===== src/rtl/fct_pkg.sv =====
// shared types, constants and helpers for the fat12 cluster table
package fct_pkg;

  localparam int TABLE_ENTRIES = 4096;
  localparam int ADDR_W        = $clog2(TABLE_ENTRIES);
  localparam int CMD_W         = 2;
  localparam int CL_W          = 12;
  localparam int ENTRY_W       = 12;

  localparam logic [ADDR_W-1:0]  FIRST_DATA_CLUSTER = ADDR_W'(2);
  localparam logic [ADDR_W-1:0]  LAST_ADDR          = ADDR_W'(TABLE_ENTRIES - 1);
  localparam logic [ENTRY_W-1:0] RESET_ENTRY0       = 12'hFF0;
  localparam logic [ENTRY_W-1:0] RESET_ENTRY1       = 12'hFFF;

  typedef enum logic [CMD_W-1:0] {
    CMD_READ  = 2'd0,
    CMD_WRITE = 2'd1,
    CMD_FIND  = 2'd2
  } fct_cmd_e_t;

  typedef enum logic [2:0] {
    ST_CLEAR,
    ST_IDLE,
    ST_RD,
    ST_SCAN,
    ST_DONE
  } fct_state_t;

  typedef struct packed {
    logic [CMD_W-1:0] cmd;
    logic [CL_W-1:0]  cluster;
    logic [CL_W-1:0]  write_value;
  } fct_in_t;

  typedef struct packed {
    logic [ENTRY_W-1:0] entry_value;
    logic               found;
    logic [CL_W-1:0]    first_free;
  } fct_out_t;

  // controller to datapath
  typedef struct packed {
    logic clear_wr;
    logic accept;
    logic scan_step;
    logic ld_read;
    logic ld_found;
    logic ld_zero;
    logic out_load;
  } fct_dp_cmd_t;

  // datapath to controller
  typedef struct packed {
    logic clr_last;
    logic scan_zero;
    logic scan_last;
  } fct_dp_sts_t;

  function automatic logic [ENTRY_W-1:0] reset_entry(input logic [ADDR_W-1:0] addr);
    logic [ENTRY_W-1:0] val;
    val = '0;
    if (addr == ADDR_W'(0)) begin
      val = RESET_ENTRY0;
    end else if (addr == ADDR_W'(1)) begin
      val = RESET_ENTRY1;
    end
    return val;
  endfunction

endpackage


===== src/rtl/fct_ctrl.sv =====
// controller: clearing pass, command sequencing and output valid
module fct_ctrl import fct_pkg::*; (
  input  logic             clk,
  input  logic             rst_n,
  input  logic             in_valid,
  input  logic [CMD_W-1:0] in_cmd,
  output logic             in_ready,
  output logic             out_valid,
  input  logic             out_ready,
  output fct_dp_cmd_t      dp_cmd,
  input  fct_dp_sts_t      dp_sts
);

  fct_state_t state_r, state_nxt;
  logic       out_valid_r, out_valid_nxt;

  always_comb begin
    state_nxt = state_r;
    dp_cmd    = '0;
    in_ready  = 1'b0;

    unique case (state_r)
      ST_CLEAR: begin
        dp_cmd.clear_wr = 1'b1;
        if (dp_sts.clr_last) begin
          state_nxt = ST_IDLE;
        end
      end
      ST_IDLE: begin
        in_ready = 1'b1;
        if (in_valid) begin
          dp_cmd.accept = 1'b1;
          if (in_cmd == CMD_READ) begin
            state_nxt = ST_RD;
          end else if (in_cmd == CMD_FIND) begin
            state_nxt = ST_SCAN;
          end else begin
            // write and the unused code both answer all zero
            dp_cmd.ld_zero = 1'b1;
            state_nxt      = ST_DONE;
          end
        end
      end
      ST_RD: begin
        dp_cmd.ld_read = 1'b1;
        state_nxt      = ST_DONE;
      end
      ST_SCAN: begin
        priority if (dp_sts.scan_zero) begin
          dp_cmd.ld_found = 1'b1;
          state_nxt       = ST_DONE;
        end else if (dp_sts.scan_last) begin
          dp_cmd.ld_zero = 1'b1;
          state_nxt      = ST_DONE;
        end else begin
          dp_cmd.scan_step = 1'b1;
        end
      end
      ST_DONE: begin
        if (!out_valid_r || out_ready) begin
          dp_cmd.out_load = 1'b1;
          state_nxt       = ST_IDLE;
        end
      end
    endcase

    out_valid_nxt = out_valid_r;
    if (dp_cmd.out_load) begin
      out_valid_nxt = 1'b1;
    end else if (out_ready) begin
      out_valid_nxt = 1'b0;
    end
  end

  always_ff @(posedge clk) begin
    if (!rst_n) begin
      state_r     <= ST_CLEAR;
      out_valid_r <= 1'b0;
    end else begin
      state_r     <= state_nxt;
      out_valid_r <= out_valid_nxt;
    end
  end

  assign out_valid = out_valid_r;

endmodule


===== config.mk =====
export PLATFORM = sky130hd
export DESIGN_NAME = fct_ctrl
export DESIGN_NICKNAME = d
export VERILOG_FILES = /design/src/rtl/fct_pkg.sv /design/src/rtl/fct_ctrl.sv
export SDC_FILE = /design/constraint.sdc
export NUM_CORES = 1
export LEC_CHECK = 0
export ABC_AREA = 1
export BUFFER_PORTS_ARGS = -buffer_cell sky130_fd_sc_hd__buf_2
export CORE_AREA = 2 2 39 41
export DETAILED_ROUTE_END_ITERATION = 6
export DIE_AREA = 0 0 41 43
export SETUP_SLACK_MARGIN = 0.2
export SLEW_MARGIN = 20
export SYNTH_ARGS = -nofsm -noshare
export SYNTH_HDL_FRONTEND = slang
export SYNTH_SLANG_ARGS = --single-unit

===== constraint.sdc =====
create_clock -name clk -period 1.4 [get_ports clk]
set_input_delay 0.07 -clock clk [delete_from_list [all_inputs] [get_ports clk]]
set_output_delay 0.07 -clock clk [all_outputs]
set_load 0.005 [all_outputs]

# == After elaboration in Yosys (flattened, before gate mapping) ==
# Cells that the tools add are included.
# word_totals
register_bits,4
latch_bits,0
ramBits,0
romBits,0
elab_cells,45
n_memories,0
# classes
add_sub_neg,0
mul,0
n_div,0
order_cmp,0
eq_ne,9
n_shift,0
n_mux,28
bitwise,0
n_reduce_logical,6
# ops
operator,count
$mux W3,7
$mux W1,19
$pmux W3 S5,1
$eq A3 B2 Y1 const B,2
$ne A2 B2 Y1 const B,3
$reduce_and A4 Y1,1
$eq A3 B1 Y1 const B,1
$eq A3 B3 Y1 const B,1
$logic_not A3 Y1,1
$ne A3 B3 Y1 const B,1
$eq A2 B2 Y1 const B,1
$logic_not A2 Y1,1
$pmux W1 S2,1
$reduce_bool A2 Y1,1
$logic_not A1 Y1,1
$logic_or A1 B1 Y1,1

# == Longest topological paths before layout ==
# depth
ltp_word,5
depth_mapped,8
ltp_nobuf,8

# == Least setup slack after synthesis ==
# OpenSTA, ideal clock, no wires.
# synth_path
kind,reg-to-reg
from,reg state_r[0]
to,reg state_r[1]
setup_ns,0.113
t_arrival_ns,0.938
required_time_ns,1.287
setup_slack_ns,0.349
path_stages_with_launch,8
path_buffers,0
period_less_slack_ns,1.051
cell_sequence,dfxtp_1 inv_1 nor2_2 nand3_2 o21ai_1 nor2_1 nor2_1 nor2_1
# synth_between
elab_chain_len,3
# synth_rtl
item,line_no,text
from (decl),fct_ctrl.sv:14,"fct_state_t state_r, state_nxt;"
from (signal assigned),fct_ctrl.sv:80,state_r <= state_nxt;
"$eq A3 B2 Y1, or another cell as far along",fct_ctrl.sv:22,unique case (state_r)
$ne A3 B3 Y1 (no source line) / $ne A2 B2 Y1 (equally long branches),n/a,
$reduce_and A4 Y1 (no source line),n/a,
# Parallel ways exist; a longest one is shown, timed or not.
# A chain may end at the register's enable or synchronous reset.

==> summary by stage <==
Pwr
The analysis attributes to cell leakage a power of 0.291 nW. The worst ir drop on vdd is 0.645 mV. The cell area power density is 2130 mW/mm2.

Synthesis
Ranked by total cell area, the synthesized netlist is headed by sky130_fd_sc_hd__dfxtp_1 23%, sky130_fd_sc_hd__nor2_1 15%, sky130_fd_sc_hd__nand2_1 9.5%, sky130_fd_sc_hd__nand3_1 8.5%, sky130_fd_sc_hd__inv_1 8.5%. Sequential cells were found to cover 22.5% of the synthesized design area. The post-synthesis area per instance is 6.02 um2. The cell area after synthesis is 355 um2. Synthesis produced 59 cells. Of all cell types, the one taking the most synthesized area is sky130_fd_sc_hd__dfxtp_1. The number of unique standard cell types used by synthesis is 18. The number of nets handed over by synthesis was 68. The share of the synthesized area in the top cell type is 22.5%. After synthesis the netlist holds a flip-flop and latch count of 4.

During synthesis, Yosys emitted a total of 0 warnings.

Clock network
The number of buffers created by CTS is 3. The clock transition time at the flip-flop clock pins of the worst setup and hold paths is 40 ps. The clock tree buffer depth is 2.

The clock sink count is 4. In this run the number of H-tree levels came out at 1. The number of hold-repair buffers added at the cts stage is 0. The clock insertion delay at the later pin of the skew report is 240 ps. TritonCTS built the clock tree. The root buffer cell is sky130_fd_sc_hd__clkbuf_4.

Setup path
The category of the worst setup path launch point is a flip-flop. The start-to-end type of the worst setup path is reg2out. The worst-path maximum fanout is 5.

The worst setup path is captured at a primary output. The worst path arrival time is 1100 ps. STA puts the critical path data required time at 1330 ps.

Global routing
The number of antenna violations at the first check in global routing is 0. The via count of the first global-routing pass was 412. The wire length of the first global-routing pass is 1.57 mm.

Global routing finished with a remaining overflow of 0. The global-route total usage across every layer is 13.3%. Entering global routing, the biggest net connects 7 pins.

Cells and area
In the layout the commonest cells are 17 x sky130_fd_sc_hd__buf_2, 11 x sky130_fd_sc_hd__nor2_1, 9 x sky130_fd_sc_hd__nand2_1, 7 x sky130_fd_sc_hd__inv_1, 5 x sky130_fd_sc_hd__nand3_1. Registers take 91.3 um2. The post-route netlist has 52.4% of its cells at a drive strength greater than 1. The filler cells instantiated in the layout total 161. The antenna cell count is 0. The final net count is 93. In the final layout, the multi-input gates occupy 265 um2. Leaving out fill and tap cells, the most frequent cell in the layout is sky130_fd_sc_hd__buf_2. The layout-stage area growth over the synthesis result is 60.9%.

Timing
Setup repair after global routing could not meet its margin everywhere. The clock arrives with 1.46 ps of skew. For this run, the top clock speed supported by timing is 0.851 GHz. The total count of max-transition violations in the final report is 0. In the final timing run, aggregate negative setup slack is 0 ps. The post-route minimum period is 1170 ps.

Setup violations remaining at the end of the flow were counted as 0. The share of the cycle needed by the critical path after routing is 83.9%. At the pin with the least slew margin, the transition time is 195 ps. The number of hold-slack violations in the final timing report came to 0. Hold is met by 83.5 ps.

The worst relative slew slack is 86.9%.

Drt
Before antenna repair, the detailed router went through 2 iterations. In the routed design, unresolved DRC markers number 0. In the final routed layout, each cell accounts on average for 9.54 um. Dividing the detail-routed via count by the number of cells gives 4.33. In this run the remaining antenna-violating nets after routing total 0. Across all layers, the routed design uses 424 vias.

For this block, the initial DRC count from the detailed router was 4. Summed over all layers, the routed wires come to 935 um.

Place
Summed over all nets, the half-perimeter wirelength after detailed placement is 688 um. The port buffer count is 17. The weighted congestion at the end of routability-driven global placement is 0.851.

Floorplanning
The die is 41 um wide. The initialized floorplan defines 14 standard-cell rows. The die covers 0.00176 mm2. The initial utilization of the core area, before any placement, comes to 25.7%. The floorplan step defined a core boundary enclosing 0.00138 mm2. Pin placement for this block handled 18 I/O pins. The die span in y is 43 um.

Worst hold path
The path type of the worst min-delay path is in2reg.

Outcome
The run finished with clean final reports.

Job
The tool flagged a number of max-cap violations equal to 0.
## where the power goes
part | total (mW) | leakage [nW] | switching (mW) | internal (mW)
Combinational | 0.758 | 0.242 | 0.409 | 0.349
Sequential | 0.316 | 0.0349 | 0.121 | 0.195
Clock | 0.146 | 0.0138 | 0.0499 | 0.0961
Total | 1.22 | 0.291 | 0.580 | 0.640
## flip-flops by register name, summed over array words and instances, names as in the netlist
| register | cells |
|---|---|
| out_valid | 1 |
| state_r | 3 |
## synthesized netlist by cell type, drive strengths merged
master and n:
nor3 3, nor2 17, nand3 8, a21boi 1, buf 2, nand3b 1
nand2 10, inv 9, dfxtp 4, clkinvlp 1, o31ai 1, o21ai 2
## path summary, 6_finish.rpt
| check | startpoint | end | slack [ps] | cells after the start |
|---|---|---|---|---|
| max | state_r[2] | dp_cmd[1] | 230 | 6 |
| min | rst_n | state_r[2] | 80 | 3 |
| max reg2reg | state_r[0] | state_r[1] | 260 | 7 |
| min reg2reg | out_valid | out_valid | 520 | 2 |
## kinds of logic (layout without fill, tap and decap cells)
| logic type | Yosys count | in the layout | share of synthesized area [%] |
|---|---|---|---|
| AND/OR/NAND/NOR | 39 | 39 | 52.8 |
| AO/OA/AOI/OAI | 4 | 4 | 7.04 |
| flip-flops | 4 | 4 | 22.5 |
| buffers and inverters | 12 | 35 | 17.6 |
## layer usage
| layer | wire, um | global-route usage (%) | vias to the layer above |
|---|---|---|---|
| li1 | - | - | 229 |
| met1 | 408 | 15.0 | 178 |
| met2 | 436 | 20.9 | 15 |
| met3 | 78 | 3.66 | 2 |
| met4 | 11 | 8.00 | 0 |
| met5 | 0 | 0 | - |
## worst max-delay path, cell delays in order, from the launching register on
cell                      delay [ps]
sky130_fd_sc_hd__dfxtp_4         360
sky130_fd_sc_hd__inv_4            80
sky130_fd_sc_hd__nand3_4          70
sky130_fd_sc_hd__nor2_4           90
sky130_fd_sc_hd__nand2_1          70
sky130_fd_sc_hd__o31ai_2          50
sky130_fd_sc_hd__buf_2           140
## repair_timing
item / in CTS / in global routing
setup endpoints to repair: 3 / 5
setup buffers: 5 / 0
endpoints found under the hold margin: 0 / 0
pin swaps: 2 / 4
resized for setup: 10 / 10
## cell type report
cell class / count / area share, %
Sequential cell: 4 / 16.0
Inverter: 10 / 8.10
Timing Repair Buffer: 22 / 22.1
Tap cell: 16 / 3.50
Multi-Input combinational cell: 43 / 46.4
Clock buffer: 3 / 3.94
## metrics by stage
step,cells,util (%),area [um2],total power [mW],setup slack (ps)
after floorplan,59,-,355,0.684,349
after global placement,90,31.9,442,0.804,226
after detailed placement,90,31.9,442,0.811,205
after CTS,98,38.2,528,1.12,187
after global routing,98,41.3,572,1.33,169
final,98,41.3,572,1.22,226
Power figures use the tool's default switching activity.
